[src/hdl/wsmc_pkg.sv]
package wsmc_pkg;

  localparam int SampleW = 16;
  localparam int IdW     = 4;
  localparam int ModeW   = 2;
  localparam int CfgIdxW = 2;

  localparam logic [CfgIdxW-1:0] REG_DIST_SPREAD  = 2'd0;
  localparam logic [CfgIdxW-1:0] REG_ANGLE_SPREAD = 2'd1;
  localparam logic [CfgIdxW-1:0] REG_FAR_DIST     = 2'd2;

  localparam logic [SampleW-1:0] DIST_SPREAD_RST  = 16'd100;
  localparam logic [SampleW-1:0] ANGLE_SPREAD_RST = 16'd20480;
  localparam logic [SampleW-1:0] FAR_DIST_RST     = 16'd5000;

  localparam logic [ModeW-1:0] MODE_NEAR = 2'd0;
  localparam logic [ModeW-1:0] MODE_FAR  = 2'd1;
  localparam logic [ModeW-1:0] MODE_SPIN = 2'd2;

  localparam logic [1:0] SEL_DIST = 2'd0;
  localparam logic [1:0] SEL_A    = 2'd1;
  localparam logic [1:0] SEL_B    = 2'd2;

  typedef enum logic [3:0] {
    ST_IDLE,
    ST_CHECK,
    ST_ACC,
    ST_DRAIN,
    ST_MUL,
    ST_SUB,
    ST_DIV,
    ST_ROOT_LOAD,
    ST_ROOT,
    ST_STORE,
    ST_FINISH
  } state_t;

  typedef struct packed {
    logic load;
    logic issue;
    logic mul;
    logic sub;
    logic div_step;
    logic root_load;
    logic root_step;
    logic store;
    logic out_load;
  } cmd_t;

  typedef struct packed {
    logic is_new;
    logic issue_last;
    logic pipe_empty;
    logic div_last;
    logic root_last;
    logic sel_last;
    logic out_free;
  } status_t;

endpackage

[src/hdl/wsmc_ctrl.sv]
module wsmc_ctrl (
  input  logic              clk,
  input  logic              rst,
  input  logic              in_valid,
  output logic              in_ready,
  input  wsmc_pkg::status_t status,
  output wsmc_pkg::cmd_t    cmd
);
  import wsmc_pkg::*;

  state_t state, state_next;

  always_ff @(posedge clk) begin
    if (rst) begin
      state <= ST_IDLE;
    end else begin
      state <= state_next;
    end
  end

  always_comb begin
    state_next = state;
    cmd        = '0;
    in_ready   = 1'b0;
    unique case (state)
      ST_IDLE: begin
        in_ready = 1'b1;
        if (in_valid) begin
          cmd.load   = 1'b1;
          state_next = ST_CHECK;
        end
      end
      ST_CHECK: state_next = status.is_new ? ST_FINISH : ST_ACC;
      ST_ACC: begin
        cmd.issue = 1'b1;
        if (status.issue_last) state_next = ST_DRAIN;
      end
      ST_DRAIN: if (status.pipe_empty) state_next = ST_MUL;
      ST_MUL: begin
        cmd.mul    = 1'b1;
        state_next = ST_SUB;
      end
      ST_SUB: begin
        cmd.sub    = 1'b1;
        state_next = ST_DIV;
      end
      ST_DIV: begin
        cmd.div_step = 1'b1;
        if (status.div_last) state_next = ST_ROOT_LOAD;
      end
      ST_ROOT_LOAD: begin
        cmd.root_load = 1'b1;
        state_next    = ST_ROOT;
      end
      ST_ROOT: begin
        cmd.root_step = 1'b1;
        if (status.root_last) state_next = ST_STORE;
      end
      ST_STORE: begin
        cmd.store  = 1'b1;
        state_next = status.sel_last ? ST_FINISH : ST_MUL;
      end
      ST_FINISH: begin
        if (status.out_free) begin
          cmd.out_load = 1'b1;
          state_next   = ST_IDLE;
        end
      end
      default: state_next = ST_IDLE;
    endcase
  end

  a_load_idle: assert property (@(posedge clk) disable iff (rst)
    cmd.load |=> state == ST_CHECK)
    else $error("load did not move to check");
  a_out_free: assert property (@(posedge clk) disable iff (rst)
    cmd.out_load |-> status.out_free)
    else $error("result loaded over a waiting word");
  a_new_skips: assert property (@(posedge clk) disable iff (rst)
    (state == ST_CHECK && status.is_new) |=> state == ST_FINISH)
    else $error("id change ran statistics");

endmodule

[config.mk]
export PLATFORM = sky130hd
export DESIGN_NAME = wsmc_ctrl
export DESIGN_NICKNAME = d
export VERILOG_FILES = /design/src/hdl/wsmc_pkg.sv /design/src/hdl/wsmc_ctrl.sv
export SDC_FILE = /design/constraint.sdc
export NUM_CORES = 1
export LEC_CHECK = 0
export ABC_AREA = 0
export ABC_CLOCK_PERIOD_IN_PS = 1650
export BUFFER_PORTS_ARGS = -buffer_cell sky130_fd_sc_hd__buf_2
export CORE_AREA = 3 3 40 42
export CTS_CLUSTER_DIAMETER = 50
export DETAILED_ROUTE_END_ITERATION = 10
export DIE_AREA = 0 0 43 45
export PLACE_DENSITY = 0.68
export SLEW_MARGIN = 0
export SYNTH_ARGS = -nofsm -noshare
export SYNTH_HDL_FRONTEND = slang
export SYNTH_SLANG_ARGS = --single-unit
export TNS_END_PERCENT = 10
[constraint.sdc]
create_clock -name clk -period 1.65 [get_ports clk]
set_input_delay 0.2475 -clock clk [delete_from_list [all_inputs] [get_ports clk]]
set_output_delay 0.2475 -clock clk [all_outputs]
set_load 0.01 [all_outputs]
### Yosys cells after proc, flatten, opt, wreduce, memory -nomap -nowiden

Cells that the tools add are included.

| operators by class | value |
|---|---|
| add/sub/neg operators | 0 |
| $mul | 0 |
| divide/modulo/power cells | 0 |
| order comparisons | 0 |
| equality and inequality tests | 16 |
| shifts and indexed selects | 0 |
| muxes and demuxes | 21 |
| bitwise logic cells | 0 |
| reduce and logical (&&, ||, !) cells | 2 |

Operators by type and width:

| operator | number |
|---|---|
| case mux 4 bit (11 select lines) | 1 |
| two-way mux 4 bit | 8 |
| == test 4 x 3 -> 1 bit (second input constant) | 4 |
| == test 4 bit (second input constant) | 3 |
| two-way mux 1 bit | 12 |
| != test 2 bit (second input constant) | 6 |
| == test 4 x 2 -> 1 bit (second input constant) | 2 |
| AND reduction 6 bit | 1 |
| == test 4 x 1 -> 1 bit (second input constant) | 1 |
| zero test 4 bit | 1 |

| storage, ports and cells | value |
|---|---|
| register bits after elaboration | 4 |
| bits in latches | 0 |
| bits in writable memories | 0 |
| memory bits (read-only) | 0 |
| output and inout port bits | 10 |
| logic and storage cells | 40 |
| memories | 0 |

### Depth between registers and ports, before layout

| logic depth | value |
|---|---|
| depth after elaboration | 3 |
| depth in mapped cells | 5 |

### Worst setup path after synthesis

Ideal clock, no wire load.

| timing path | value |
|---|---|
| kind | reg2out |
| from | reg state[2] |
| to | out cmd[8] in the netlist's numbering |
| arrival time | 1.271 ns |
| required time | 1.402 ns |
| path slack | 0.132 ns |
| cell stages (with the launch flop) | 4 |
| buffers on the path | 1 |
| cell sequence | dfxtp_1 clkbuf_1 nor4_1 and2_1 |

RTL lines:

| what | RTL line | RTL |
|---|---|---|
| start: declaration | wsmc_ctrl.sv:11 | `state_t state, state_next;` |
| start signal: assignment | wsmc_ctrl.sv:17 | `state <= state_next;` |
| end: declaration | wsmc_ctrl.sv:7 | `output wsmc_pkg::cmd_t cmd` |

==> results.md <==
- The area share of the largest cell type after synthesis is 0.198.
- By count the netlist is led by sky130_fd_sc_hd__nor2_1 (7), sky130_fd_sc_hd__a21oi_1 (5), sky130_fd_sc_hd__dfxtp_1 (4), sky130_fd_sc_hd__nand2_1 (4), sky130_fd_sc_hd__nor3_1 (4).
- The clock root buffer master is sky130_fd_sc_hd__clkbuf_4.
- The last element of the critical path is cmd[1].
- The total core area is 1280 um2.
- The number of antenna diodes in the final layout is 0.
- The class of the tightest hold or removal check is input port to flip-flop.
- The share of the clock period used by the worst path is 0.955.
- The library cell with the largest summed area after synthesis is sky130_fd_sc_hd__dfxtp_1.
- Summing over every cut layer, the via total after detailed routing is 508.
- In the final design database the tool counted 91 nets.
- The area growth from synthesis to layout is 40.2%.
- The static leakage is 0.255 nW.
- Setup repair after global routing left no endpoint under its margin.
- The CTS buffer count is 3.
- Summed over all layers, the routed wires come to 1.11 mm.
- The fill cell total of the finished layout is 137.
- The share of total power dissipated in sequential elements is 0.197.
- The global-route wire length before repair is 1.70 mm.
- The number of I/O port buffers is 19.
- The leftover overflow at the end of global routing is 0.
- In the post-synthesis netlist, the biggest area contributors are sky130_fd_sc_hd__dfxtp_1 (20%), sky130_fd_sc_hd__nor2_1 (6.5%), sky130_fd_sc_hd__a21oi_1 (6.2%).
- The quantity of hold-fixing buffers added after cts is 0.
- The clock passes through at most 2 buffers.
- The accumulated negative setup slack is 0 ps.
- The cell count of the worst hold path is 2.
- The tree built by TritonCTS fans out to 4 sinks.
- The synthesis warning total is 0.
- STA classifies the critical path startpoint as a flip-flop.
- The violation count after the first detailed-route iteration is 7.
- The number of primary I/O pins is 20.
- In this run the horizontal extent of the chip is 43 um.
- Entering global routing, the biggest net connects 14 pins.
- The clock tree from TritonCTS is built.
- On the critical path, the stage with the largest delay is an instance of sky130_fd_sc_hd__dfxtp_2.
- The proportion of register bits with asynchronous set or reset after synthesis is 0.
- The type of the worst setup path is flip-flop to output port.
- A synthesized cell averages 7.09 um2.
- The congestion estimate from routability-driven global placement came to 0.818.
- Of the total power, the share spent switching nets is 0.452.
- The post-CTS setup buffer count is 0.
- The beginning of the worst hold path is rst.
- In the final layout, the share of cells above drive strength 1 is 0.405.
- The total global routing track utilization is 0.114.
- The post-detailed-placement half-perimeter wirelength is 845 um.
- VDD sags by at most 0.902 mV.
- The via density per instance is 5.40.
- The count of endpoints failing hold in the final timing report is 0.
- For the worst-skew pair, the clock arrives at the later sink with an insertion delay of 230 ps.
- In this run, synthesis inferred 0 flip-flops with an integrated enable.
- The synthesized net count is 67.
- The worst register-to-register path has a setup slack of 200 ps.
- By instance count, the leading cell after synthesis is sky130_fd_sc_hd__nor2_1.
- The cell-internal power is 0.554 mW.
- The number of placement rows is 13.
- For this run, the leading register cell type out of synthesis is sky130_fd_sc_hd__dfxtp_1.
- At the pin with the least slew margin, the transition time is 370 ps.
- The die extent in y is 45 um.
- The startpoint of the worst setup timing path is state[3]$_SDFFE_PP0P_.
- The starting density of the core is 0.315.
- The share of the Yosys chip area taken by registers is 0.198.
- Across the run, the number of max-cap violations was 0.
- On the final layout, the worst clock skew is 1.98 ps.
- The final-report max-slew violation count came to 0.
- The synthesized area is 404 um2.
- The post-cts repair resize count is 0.
- The gate count of the mapped netlist is 57.
- The power dissipated by switching net loads is 0.457 mW.
- The count of final setup violators is 0.
- The post-CTS clock slew at the launch and capture registers of the worst setup and hold paths is 40 ps.
- The final routed wire length divided by cell count is 11.8 um.
- The number of flip-flops under the largest register name is 4.
- In this run, synthesis produced a sequential element count of 4.
- The number of global-route vias before repair is 400.
- The required time reported for the critical path endpoint is 1400 ps.
- The combinational share of power is 0.681.
- The power per standard cell area is 1780 nW/um2.
- The sort of element at the end of the critical path is an output port.
- The run finished with clean final reports.
- The total power of the final layout is 1.01 mW.
- The maximum clock frequency is 635 MHz.
- The first-pass detailed-route iteration total is 2.
- The start of the worst register-to-register path is state[0]$_SDFFE_PP0P_.
- The biggest cell delay along the critical path is 360 ps.
- Counting flops per register, the top entry is state.
- The initial antenna violation count is 0.
- Counting cells, the worst reg-to-reg path comes to 4.
- The worst pin sits at a relative slew slack of 0.753.
- The worst path in the final design needs a cycle of 1580 ps, including I/O delays and setup.
- The critical path goes through buf_4 -> or2b_1 -> nor2_2 -> buf_2.
- The largest registers in the layout are state (4).
- The detail route stage leaves a number of antenna-violating nets equal to 0.
- Data arrives at the worst endpoint at 1330 ps.
- Of the total power, the clock network draws 0.122.
- The number of design rule violations left after detail routing is 0.
- Counting distinct cell types in the post-synthesis netlist gives 30.
- The die covers 1940 um2.
- The number of H-tree levels is 1.
- The top fanout value on the critical path is 11.
- In this run the critical register-to-register path is captured at state[3]$_SDFFE_PP0P_.
[cells by family after synthesis]
logic type,share of synthesized area
simple gates,0.430
compound gates,0.269
buf+inv,0.0557
flops,0.198
xor+xnor,0.0217
mux,0.0248
[cell type report]
class                      instances  area [um2]  share of cell area
clock buffer                       3        22.5              0.0397
inverter                           1        3.75             0.00662
timing repair buffer              23         125               0.221
tap                               15        18.8              0.0331
multi-input combinational         48         315               0.556
sequential                         4        81.3               0.143
[worst min-delay path by stage]
stage / slack (ps) / end
CTS: 230 / state[3]$_SDFFE_PP0P_
floorplan: 310 / state[3]$_SDFFE_PP0P_
global placement: 470 / state[3]$_SDFFE_PP0P_
finish: 230 / state[3]$_SDFFE_PP0P_
detailed placement: 470 / state[3]$_SDFFE_PP0P_
global route: 240 / state[3]$_SDFFE_PP0P_
[per-stage QoR]
stage | worst slack (ps) | area [um2] | hold WS, ps | utilization | std cells
6_report | 74.1 | 567 | 229 | 0.441 | 94
5_1_grt | 10.9 | 567 | 243 | 0.441 | 94
4_1_cts | 9.74 | 552 | 231 | 0.429 | 94
3_5_place_dp | 183 | 529 | 474 | 0.412 | 91
3_3_place_gp | 226 | 529 | 469 | 0.412 | 91
2_1_floorplan | 132 | 404 | 312 | - | 57
[metal layers]
metal / vias up / wire [um] / GRT usage
met1: 227 / 547 / 0.156
li1: 259 / - / -
met5: - / 0 / 0
met3: 4 / 75 / 0.0199
met2: 18 / 465 / 0.174
met4: 0 / 24 / 0.0542
[placed cells by master, fill, tap and decap left out, types with 2 or more instances in the layout]
master,synthesis,routed
sky130_fd_sc_hd__buf_2,3,19
sky130_fd_sc_hd__nor2_1,7,6
sky130_fd_sc_hd__a21oi_1,5,5
sky130_fd_sc_hd__nand2_1,4,4
sky130_fd_sc_hd__buf_4,0,4
sky130_fd_sc_hd__nand2b_1,3,3
sky130_fd_sc_hd__nor3_1,4,3
sky130_fd_sc_hd__clkbuf_4,0,3
sky130_fd_sc_hd__dfxtp_1,4,3
sky130_fd_sc_hd__or2b_1,2,2
sky130_fd_sc_hd__o21ai_1,2,2
sky130_fd_sc_hd__nor3b_1,2,2
sky130_fd_sc_hd__a311oi_1,2,2
[critical path: cells and delay by family (launching register included)]
family / cells / cell delay (ps)
buffers and inverters: 2 / 320
DFF: 1 / 360
and+or+nand+nor: 2 / 420
[power groups by stage]
stage | Clock [mW] | Sequential, mW | Combinational [mW]
detailed placement | 0 | 0.193 | 0.668
finish | 0.123 | 0.199 | 0.689
floorplan | 0 | 0.174 | 0.495
global placement | 0 | 0.192 | 0.659
CTS | 0.125 | 0.192 | 0.670
global route | 0.130 | 0.205 | 0.763
Power figures use the tool's default switching activity.
